<file path="config.mk">
export PLATFORM = sky130hd
export DESIGN_NAME = rpr_sqrt_pipe
export DESIGN_NICKNAME = d
export VERILOG_FILES = /design/src/hdl/rpr_sqrt_pipe.sv
export SDC_FILE = /design/constraint.sdc
export NUM_CORES = 2
export LEC_CHECK = 0
export BUFFER_PORTS_ARGS = -buffer_cell sky130_fd_sc_hd__buf_2
export CAP_MARGIN = 10
export CORE_MARGIN = 2
export CORE_UTILIZATION = 55
export CTS_CLUSTER_SIZE = 24
export DETAILED_ROUTE_END_ITERATION = 8
export PLACE_DENSITY_LB_ADDON = 0.3
export SLEW_MARGIN = 20
export SYNTH_ARGS = -nofsm -noshare
export SYNTH_HDL_FRONTEND = slang
export SYNTH_MEMORY_MAX_BITS = 65536
export SYNTH_SLANG_ARGS = --single-unit
export TNS_END_PERCENT = 100
</file>
<file path="constraint.sdc">
create_clock -name i_clk -period 4.6 [get_ports i_clk]
set_input_delay 0.46 -clock i_clk [delete_from_list [all_inputs] [get_ports i_clk]]
set_output_delay 0.46 -clock i_clk [all_outputs]
set_load 0.01 [all_outputs]
</file>
<file path="src/hdl/rpr_sqrt_pipe.sv">
// ----------------------------------------------------------------------------
// rpr_sqrt_pipe
// Pipelined integer square root of a 64-bit value, one root bit per stage,
// giving the floor of the root. A sideband word travels with each beat.
// ----------------------------------------------------------------------------
module rpr_sqrt_pipe #(
    parameter int SIDE_W = 8
) (
    input  logic              i_clk,
    input  logic              i_rst_n,
    input  logic              i_en,
    input  logic              i_vld,
    input  logic [63:0]       i_rad,
    input  logic [SIDE_W-1:0] i_side,
    output logic              o_vld,
    output logic [31:0]       o_root,
    output logic [SIDE_W-1:0] o_side
);

    localparam int STEPS = 32;

    logic              r_vld  [1:STEPS];
    logic [33:0]       r_rem  [1:STEPS];
    logic [31:0]       r_root [1:STEPS];
    logic [63:0]       r_rad  [1:STEPS];
    logic [SIDE_W-1:0] r_side [1:STEPS];

    for (genvar i = 0; i < STEPS; i++) begin : g_step
        logic              vld_in;
        logic [33:0]       rem_in;
        logic [31:0]       root_in;
        logic [63:0]       rad_in;
        logic [SIDE_W-1:0] side_in;
        logic [35:0]       trial_rem;
        logic [33:0]       trial;
        logic              ge;

        if (i == 0) begin : g_first
            assign vld_in  = i_vld;
            assign rem_in  = '0;
            assign root_in = '0;
            assign rad_in  = i_rad;
            assign side_in = i_side;
        end else begin : g_next
            assign vld_in  = r_vld[i];
            assign rem_in  = r_rem[i];
            assign root_in = r_root[i];
            assign rad_in  = r_rad[i];
            assign side_in = r_side[i];
        end

        // bring down two radicand bits, try root*4+1
        assign trial_rem = {rem_in, rad_in[63:62]};
        assign trial     = {root_in, 2'b01};
        assign ge        = trial_rem >= {2'b00, trial};

        always_ff @(posedge i_clk) begin
            if (!i_rst_n) begin
                r_vld[i+1] <= 1'b0;
            end else if (i_en) begin
                r_vld[i+1] <= vld_in;
            end
        end

        always_ff @(posedge i_clk) begin
            if (i_en) begin
                r_rem[i+1]  <= ge ? 34'(trial_rem - {2'b00, trial}) : trial_rem[33:0];
                r_root[i+1] <= {root_in[30:0], ge};
                r_rad[i+1]  <= {rad_in[61:0], 2'b00};
                r_side[i+1] <= side_in;
            end
        end
    end

    assign o_vld  = r_vld[STEPS];
    assign o_root = r_root[STEPS];
    assign o_side = r_side[STEPS];

endmodule

</file>
==> results by group <==
Logic synthesis
  – Cells after Synth: 9425
  – Synth Flop Type: edfxtp_1
  – Largest family of logic cells by synthesized area: simple AND/OR/NAND/NOR gates
  – Syn_nets: 10100
  – Average size of a mapped cell: roughly 13 µm²
  – FF+latch count, synth: roughly 2800
  – EDFF count, synth: approximately 2800
  – Post-synthesis mux area share: less than 1%
  – Part of the Yosys area used for sequential elements: about two thirds
  – Synth Area in Adders: under 10%
  – Cell variety after synth: 93
  – Share of the synthesized area in the top cell type: about two thirds
  – Synth Area in Simple Gates: a little under a tenth
  – Top cell type by total area after synthesis: edfxtp_1
  – Post-synthesis compound-gate area fraction: under 10%
  – Area contributors post-synth: edfxtp_1, ha_1, xor2_1, xnor2_1, inv_1
  – XOR/XNOR share of the synthesized area: between 5 and 6%
  – Post-Synthesis Cell Area: about 130000 µm²
  – Async S/R FF share, synth: 0%
  – Yosys warnings: 0

Worst setup path
  – Most used cell, CP: nor4_1
  – Setup crit end kind: flop
  – Setup slack on the worst flop-to-flop path: 0.45 ns
  – Crit-path slowest cell: nor4_1
  – CP delay by family, top: simple AND/OR/NAND/NOR gates
  – CP Max Fanout: 6
  – Startpoint Class: flop
  – Setup CP Type: flop to flop
  – CP Depth: 10
  – WP data required: approximately 5.2 ns
  – CP cell instances: ha_1 > and2_1 > nand3_1 > nor4_1 > nor4_1 > nand3_1 > nor3b_1 > nand2_1 > nor4_1 > xor2_1
  – Worst-case reg-to-reg path depth: 10
  – Buf/Inv on CP: 0
  – Biggest cell delay along the critical path: approximately 0.95 ns
  – Crit path DAT: approximately 4.8 ns

Min path
  – Min-Delay Path Depth: 1
  – Hold WC Path Type: primary input to flop

GRT
  – First-pass GRT wire length: 400 mm
  – GRT Util Overall: between 20% and 30%
  – Pin count of the biggest net entering global routing: 157
  – Initial antenna violation count: 3
  – GRT overflow: 0
  – Vias in the first global route: ~74000

Cells and area
  – Final Non-Filler Cells: 13100
  – Share of cells above drive strength 1: roughly 7.6%
  – Layout Nets: around 10000
  – Most frequent cells in the layout: edfxtp_1, inv_1, nand2_1, ha_1, a21oi_1
  – Area Growth Syn to Fin: 12.0%
  – Fill cell count: 17100
  – Commonest non-fill, non-tap cell in the layout: edfxtp_1

Clock network
  – CTS Sinks: 2811
  – Clk buf depth: 4
  – Root Driver: clkbuf_16
  – CTS Buf Count: between 300 and 400
  – Reg clk slew, reported paths: roughly 0.060 ns
  – Worst skew pair latency: 0.95 ns
  – Post_cts resized: 0
  – CTS tree: done
  – Max H-tree Level: 5

Route
  – Avg Vias per Cell: about 5.6
  – Drt pass-1 iters: 6
  – Drt drc: 0
  – Iteration-0 DRC Markers: between 5000 and 6000
  – DR WL/cell: 19.4 µm
  – Antenna viol nets, final: 0
  – Post-Route WL: 254 mm
  – Via count: about 74000

Floorplanning
  – Die width: roughly 480 µm
  – Cell Rows: 175
  – DIE AREA: between 200000 and 250000 µm²
  – Core Region: ~230000 µm²
  – IO Pins: around 120
  – Die Ht: roughly 480 µm
  – Starting Density: between 50 and 60%

Run
  – Max Cap Violations: 0

Status
  – Outcome: completed

STA
  – Final Critical Period: a little over 4 ns
  – Setup TNS: 0 ns
  – Slew Viols, Final: 0
  – Max Fclk: approximately 240 MHz
  – Final setup vio count: 0
  – RSZ-0062 raised after global routing: false
  – Hold Fails Final Rpt: 0
  – Max_slew headroom: a little over a quarter
  – Setup Skew: between 0.06 and 0.07 ns
  – Worst-margin pin slew: ~1.1 ns
  – Period Utilization, post-route: between 90% and 100%

Placement
  – Port Buf Inserts: 116
  – Placed insts: approximately 12000
  – GPL Wtd Cong: 0.909
  – HPWL after DPL: between 150 and 200 mm

Power
  – Peak supply drop: 0.000412 V
  – P_leak: between 50 and 60 nW
  – Pwr Density: around 500 nW/µm²
[through the flow]
| step | power, W | hold slack (ns) | cell area, µm² | setup slack, ns | utilization [%] |
|---|---|---|---|---|---|
| 2_1_floorplan | 0.0431 | 0.400 | 126000 | 1.13 | - |
| 3_3_place_gp | 0.0470 | 0.400 | 131000 | 0.587 | 57.5 |
| 3_5_place_dp | 0.0473 | 0.405 | 131000 | 0.538 | 57.5 |
| 4_1_cts | 0.0711 | 0.0520 | 141000 | 0.468 | 62.0 |
| 5_1_grt | 0.0740 | 0.0538 | 141000 | 0.0971 | 62.0 |
| 6_report | 0.0705 | 0.0796 | 141000 | 0.452 | 62.0 |
[worst reg2reg max path, cell delays in order (launching register included)]
cell,delay [ns]
edfxtp_1,0.41
ha_1,0.40
and2_1,0.20
nand3_1,0.13
nor4_1,0.95
nor4_1,0.18
nand3_1,0.23
nor3b_1,0.66
nand2_1,0.31
nor4_1,0.29
xor2_1,0.11
[layout make-up]
type	count	area, µm²	share of cell area (%)
sequential	2811	84400	59.7
multi-input combinational	5687	38300	27.1
clock buffer	370	8050	5.70
tap	3009	3760	2.66
inverter	736	2760	1.96
timing repair buffer	292	2430	1.72
clock inverter	174	1590	1.12
antenna	1	2.50	0.00177
[synth_stat cells, types with 52 or more instances]
cell / instances
xor2_1: 436
ha_1: 562
a21oi_1: 551
nand4_1: 99
o21a_1: 94
xnor2_1: 409
nor2b_1: 81
nor2_1: 490
inv_1: 735
nand2b_1: 119
o21bai_1: 52
edfxtp_1: 2811
nand2_1: 689
nand3_1: 146
nor3_1: 222
nor4_1: 126
a21o_1: 237
or3_1: 87
and3_1: 82
o31ai_1: 65
clkbuf_1: 171
o21ai_0: 539
[worst paths after layout]
kind / start / to
min reg2reg: r_rad[0][731] / r_rad[0][795]
max: r_rem[0][347] / r_rem[0][400]
min: i_en / r_rad[0][89]
max reg2reg: r_rem[0][347] / r_rem[0][400]
[logic make-up (layout without fill, tap and decap cells)]
logic type,count (synthesis),after routing
other,1,2
buffers and inverters,927,1572
xor gates and xnor gates,845,845
and+or+nand+nor,2370,2370
adders and majority gates,562,562
AOI/OAI and AO/OA,1842,1842
muxes,67,67
DFF,2811,2811
[state kept, by name (all words and copies together), names as in the netlist]
| name | count |
|---|---|
| r_root | 528 |
| r_side | 256 |
| r_rem | 1003 |
| r_vld | 32 |
| r_rad | 992 |
[power by group]
part / switching (W) / leakage, nW / internal [W]
combinational: 0.00753 / 22.0 / 0.00536
clock: 0.00961 / 4.70 / 0.0139
sequential: 0.00200 / 27.1 / 0.0321
[layer usage]
layer | part of all wire [%] | routed length [µm] | GRT usage (%) | up-vias
li1 | - | - | - | 35700
met1 | 42 | 106000 | 27.7 | 35700
met2 | 50 | 128000 | 37.8 | 1892
met3 | 4.3 | 11000 | 3.17 | 577
met4 | 3.8 | 9620 | 8.32 | 4
met5 | 0.011 | 29 | 0 | -
[repair_timing]
| action | 4_1_cts | 5_1_grt |
|---|---|---|
| hold buffers | 74 | 0 |
| hold endpoints to repair | 74 | 0 |
| buffers inserted | 0 | 0 |
No activity file was read; power rests on OpenSTA's default activity.
