**config.mk**
```make
export PLATFORM = sky130hd
export DESIGN_NAME = rpr_div_pipe
export DESIGN_NICKNAME = d
export VERILOG_FILES = /design/src/hdl/rpr_div_pipe.sv
export SDC_FILE = /design/constraint.sdc
export NUM_CORES = 2
export LEC_CHECK = 0
export BUFFER_PORTS_ARGS = -buffer_cell sky130_fd_sc_hd__buf_2
export CAP_MARGIN = 10
export CORE_MARGIN = 2
export CORE_UTILIZATION = 35
export CTS_CLUSTER_DIAMETER = 40
export CTS_CLUSTER_SIZE = 10
export DETAILED_ROUTE_END_ITERATION = 8
export GPL_TIMING_DRIVEN = 0
export HOLD_SLACK_MARGIN = 0.12
export SLEW_MARGIN = 20
export SYNTH_ARGS = -nofsm -noshare
export SYNTH_HDL_FRONTEND = slang
export SYNTH_SLANG_ARGS = --single-unit
```
**constraint.sdc**
```tcl
create_clock -name i_clk -period 3.87 [get_ports i_clk]
set_input_delay 0.774 -clock i_clk [delete_from_list [all_inputs] [get_ports i_clk]]
set_output_delay 0.774 -clock i_clk [all_outputs]
set_load 0.005 [all_outputs]
```
**src/hdl/rpr_div_pipe.sv**
```systemverilog
// ----------------------------------------------------------------------------
// rpr_div_pipe
// Pipelined restoring divider, one quotient bit per stage. The quotient must
// fit in Q_W bits. A sideband word travels with each beat.
// ----------------------------------------------------------------------------
module rpr_div_pipe #(
    parameter int NUM_W  = 36,
    parameter int DEN_W  = 24,
    parameter int Q_W    = 28,
    parameter int SIDE_W = 8
) (
    input  logic              i_clk,
    input  logic              i_rst_n,
    input  logic              i_en,
    input  logic              i_vld,
    input  logic [NUM_W-1:0]  i_num,
    input  logic [DEN_W-1:0]  i_den,
    input  logic [SIDE_W-1:0] i_side,
    output logic              o_vld,
    output logic [Q_W-1:0]    o_quo,
    output logic [SIDE_W-1:0] o_side
);

    logic              r_vld  [1:Q_W];
    logic [DEN_W-1:0]  r_rem  [1:Q_W];
    logic [Q_W-1:0]    r_nq   [1:Q_W];
    logic [DEN_W-1:0]  r_den  [1:Q_W];
    logic [SIDE_W-1:0] r_side [1:Q_W];

    for (genvar i = 0; i < Q_W; i++) begin : g_step
        logic              vld_in;
        logic [DEN_W-1:0]  rem_in;
        logic [Q_W-1:0]    nq_in;
        logic [DEN_W-1:0]  den_in;
        logic [SIDE_W-1:0] side_in;
        logic [DEN_W:0]    trial;
        logic              ge;

        // first stage takes the top dividend bits as partial remainder
        if (i == 0) begin : g_first
            assign vld_in  = i_vld;
            assign rem_in  = DEN_W'(i_num >> Q_W);
            assign nq_in   = i_num[Q_W-1:0];
            assign den_in  = i_den;
            assign side_in = i_side;
        end else begin : g_next
            assign vld_in  = r_vld[i];
            assign rem_in  = r_rem[i];
            assign nq_in   = r_nq[i];
            assign den_in  = r_den[i];
            assign side_in = r_side[i];
        end

        // shift in one dividend bit, trial subtract
        assign trial = {rem_in, nq_in[Q_W-1]};
        assign ge    = trial >= {1'b0, den_in};

        always_ff @(posedge i_clk) begin
            if (!i_rst_n) begin
                r_vld[i+1] <= 1'b0;
            end else if (i_en) begin
                r_vld[i+1] <= vld_in;
            end
        end

        always_ff @(posedge i_clk) begin
            if (i_en) begin
                r_rem[i+1]  <= ge ? DEN_W'(trial - {1'b0, den_in}) : trial[DEN_W-1:0];
                r_nq[i+1]   <= {nq_in[Q_W-2:0], ge};
                r_den[i+1]  <= den_in;
                r_side[i+1] <= side_in;
            end
        end
    end

    assign o_vld  = r_vld[Q_W];
    assign o_quo  = r_nq[Q_W];
    assign o_side = r_side[Q_W];

endmodule

```
==> results.sh <==
export IMPL_synth_area_sq_mm=0.110
export IMPL_routabilityCongestion=0.891
export IMPL_placementRows=205
export IMPL_initial_utilization_pct=35.3
export IMPL_synth_area_leaders="edfxtp_1, ha_1, mux2_2"
export IMPL_syn_to_final_growth_pct=19.3
export IMPL_io_buffers=107
export IMPL_cts_tree="done"
export IMPL_vdd_drop_max_uv=489
export IMPL_first_pass_iters=5
export IMPL_fin_skew_ns=0.0577
export IMPL_grt_usage_pct=14.5
export IMPL_ys_flop_type="edfxtp_1"
export IMPL_finalCritPeriodShare_pct=97.5
export IMPL_cp_start_kind="register"
export IMPL_final_nets=9637
export IMPL_clockBufferDepth=4
export IMPL_final_setup_viol_count=0
export IMPL_viasPerCell=4.93
export IMPL_cp_max_fo=10
export IMPL_synth_edf_count=2332
export IMPL_timing_final_crit_period_ns=3.77
export IMPL_overflow=0
export IMPL_clkSinkCount=2332
export IMPL_synth_net_count=9006
export IMPL_drtIter0Drc=4759
export IMPL_drive_gt1_share_pct=14.2
export IMPL_worst_pin_slew_ns=0.974
export IMPL_drc=0
export IMPL_post_place_ws_ns=-1.70
export IMPL_vias=65800
export IMPL_worstHoldStart="i_en"
export IMPL_r2r_cells=13
export IMPL_post_dp_hpwl_mm=168
export IMPL_stdcell_count=13300
export IMPL_async_flop_share_pct=0
export IMPL_wl_per_cell_um=17.6
export IMPL_postSynthCellCount=8250
export IMPL_hold_end="r_side[0][19]$_DFFE_PP_"
export IMPL_setup_slack_ns=0.0984
export IMPL_path_clk_slew_ns=0.05
export IMPL_h_tree_depth=5
export IMPL_num_fill_cells=28600
export IMPL_die_x_um=565
export IMPL_max_freq_mhz=265
export IMPL_placed_cells=12500
export IMPL_power_density_mw_per_mm2=848
export IMPL_ys_warnings_count=0
export IMPL_hold_viol=0
export IMPL_power_uw=111000
export IMPL_die_area_sq_mm=0.319
export IMPL_synth_seq_cells=2332
export IMPL_antenna_found_initial=7
export IMPL_final_design_area_no_fill_sq_mm=0.131
export IMPL_reg2reg_from="r_den[1][8]$_DFFE_PP_"
export IMPL_yosysTopAreaCell="edfxtp_1"
export IMPL_die_y_um=565
export IMPL_ys_seq_area_share_pct=63.6
export IMPL_r2r_end="r_rem[1][42]$_DFFE_PP_"
export IMPL_synth_avg_cell_area_sq_um=13.4
export IMPL_cts_made_buffers=397
export IMPL_dpl_instance_area_sq_mm=0.116
export IMPL_hp_class="input pin to register"
export IMPL_criticalPathCategory="register to register"
export IMPL_root_buffer="clkbuf_16"
export IMPL_slew_limit_headroom_pct=34.5
export IMPL_outcome="finished clean"
export IMPL_first_global_vias=66700
export IMPL_drv_cap=0
export IMPL_ff2ff_setup_slack_ns=0.1
export IMPL_insertion_delay_ns=0.93
export IMPL_yosysUniqueCellTypes=88
export IMPL_grt_pass1_wl_mm=369
export IMPL_yosysTopAreaCellShare_pct=63.6
export IMPL_cp_data_arrival_time_ns=4.40
export IMPL_min_path_cells=1
export IMPL_p_leak_uw=0.0517
export IMPL_io_pins=109
export IMPL_core_area_sq_mm=0.312
export IMPL_critPathRequiredTime_ns=4.50
export IMPL_worst_setup_path_end_kind="register"
export IMPL_wl_mm=235
export IMPL_drv_slew=0
export IMPL_antenna_left=0
export IMPL_grt_max_degree=145
-- per-layer routing --
metal	vias to the layer above	track usage [%]	wire, um
met2	1329	24.1	111000
met4	0	5.44	8360
met1	31900	18.9	106000
li1	32000	-	-
met3	511	2.48	10400
met5	-	0	0
-- area by class of cell --
class                      instances  area [sq um]  share of cell area [%]
timing repair buffer             235          2180                    1.66
clock buffer                     429         10100                    7.65
sequential                      2332         70000                    53.3
tap                             4140          5180                    3.94
clock inverter                   277          3260                    2.48
multi-input combinational       4950         36800                    28.0
inverter                         821          3080                    2.35
antenna                            3          7.51                 0.00572
buffer                           144           748                   0.570
-- metrics by stage --
| step | TNS (ns) | hold slack, ns | utilization (%) |
|---|---|---|---|
| 3_3_place_gp | - | 0.400 | 37.1 |
| 2_1_floorplan | 0 | 0.400 | - |
| 6_report | 0 | 0.326 | 42.0 |
| 5_1_grt | -0.0655 | 0.301 | 42.0 |
| 4_1_cts | 0 | 0.267 | 41.9 |
| 3_5_place_dp | -687.95 | 0.405 | 37.3 |
-- cell usage in the layout, fill, tap and decap left out, types with 121 or more instances in the layout --
cell type  instances
buf_2            121
inv_1            818
edfxtp_1        2332
a21oi_1          532
xor2_1           188
nand2_1          443
clkbuf_16        398
nor2_1           418
mux2_2           319
xnor2_1          318
ha_1             654
a21o_1           300
o21ai_0          441
-- cell families (layout without fill, tap and decap cells) --
logic type | after synthesis | in the layout | synth area share, %
AO/OA/AOI/OAI | 1870 | 1870 | 10.7
XOR/XNOR | 506 | 506 | 4.02
adder cells (fa/ha/maj) | 684 | 684 | 7.95
buffers and inverters | 968 | 1906 | 3.35
flip-flops | 2332 | 2332 | 63.6
multiplexers | 369 | 369 | 3.79
other | 0 | 3 | 0
AND/OR/NAND/NOR | 1521 | 1521 | 6.57
-- worst max-delay path by stage --
stage / startpoint / to / slack, ns / depth (start not counted)
floorplan: r_rem[0][177]$_DFFE_PP_ / r_rem[0][198]$_DFFE_PP_ / 0.37 / 12
detailed placement: i_en / r_vld[0][6]$_DFFE_PP_ / -1.70 / 9
CTS: r_den[0][74]$_DFFE_PP_ / r_rem[0][112]$_DFFE_PP_ / 0.004 / 13
finish: r_den[1][8]$_DFFE_PP_ / r_rem[1][42]$_DFFE_PP_ / 0.1 / 13
global placement: i_en / r_vld[0][6]$_DFFE_PP_ / -35.25 / 3
global route: r_den[0][314]$_DFFE_PP_ / r_rem[0][347]$_DFFE_PP_ / -0.01 / 13
-- synth_stat cells, types with 57 or more instances --
cell	n
nand3_1	108
nand2b_1	94
inv_1	821
a31oi_1	57
nor2_1	419
nand2_1	444
and3_1	70
mux2_2	319
o21ai_0	456
nor3_1	65
xor2_1	188
edfxtp_1	2332
o21a_1	98
a21o_1	300
nand4_1	89
nor2b_1	92
clkbuf_1	108
ha_1	657
xnor2_1	318
a21oi_1	542
-- state kept, by name, summed over array words and instances (netlist names) --
name and count:
r_side 224, r_den 648, r_vld 28, r_rem 648, r_nq 784
-- what timing repair did --
action,4_1_cts,5_1_grt
hold buffers,69,0
buffers inserted,12,22
gates resized for setup,98,93
pin swaps,11,20
hold endpoints to repair,69,0
endpoints found under the setup margin,764,484
gates cloned,3,1
-- power breakdown --
group / switching (uW) / total [uW] / internal, uW
clock: 12500 / 34400 / 21900
combinational: 21500 / 38800 / 17300
sequential: 3030 / 38200 / 35100
-- critical path, stage by stage (launching register included) --
cell	delay, ns
edfxtp_1	0.49
inv_1	0.08
ha_1	0.40
nand3_1	0.11
nor2_1	0.21
a21oi_2	0.11
o21ai_2	0.20
a211oi_2	0.11
or4_1	0.57
o221ai_1	0.26
a211o_1	0.18
buf_4	0.18
buf_8	0.21
mux2_2	0.35
Note: power is estimated with default switching activity, not from simulation.
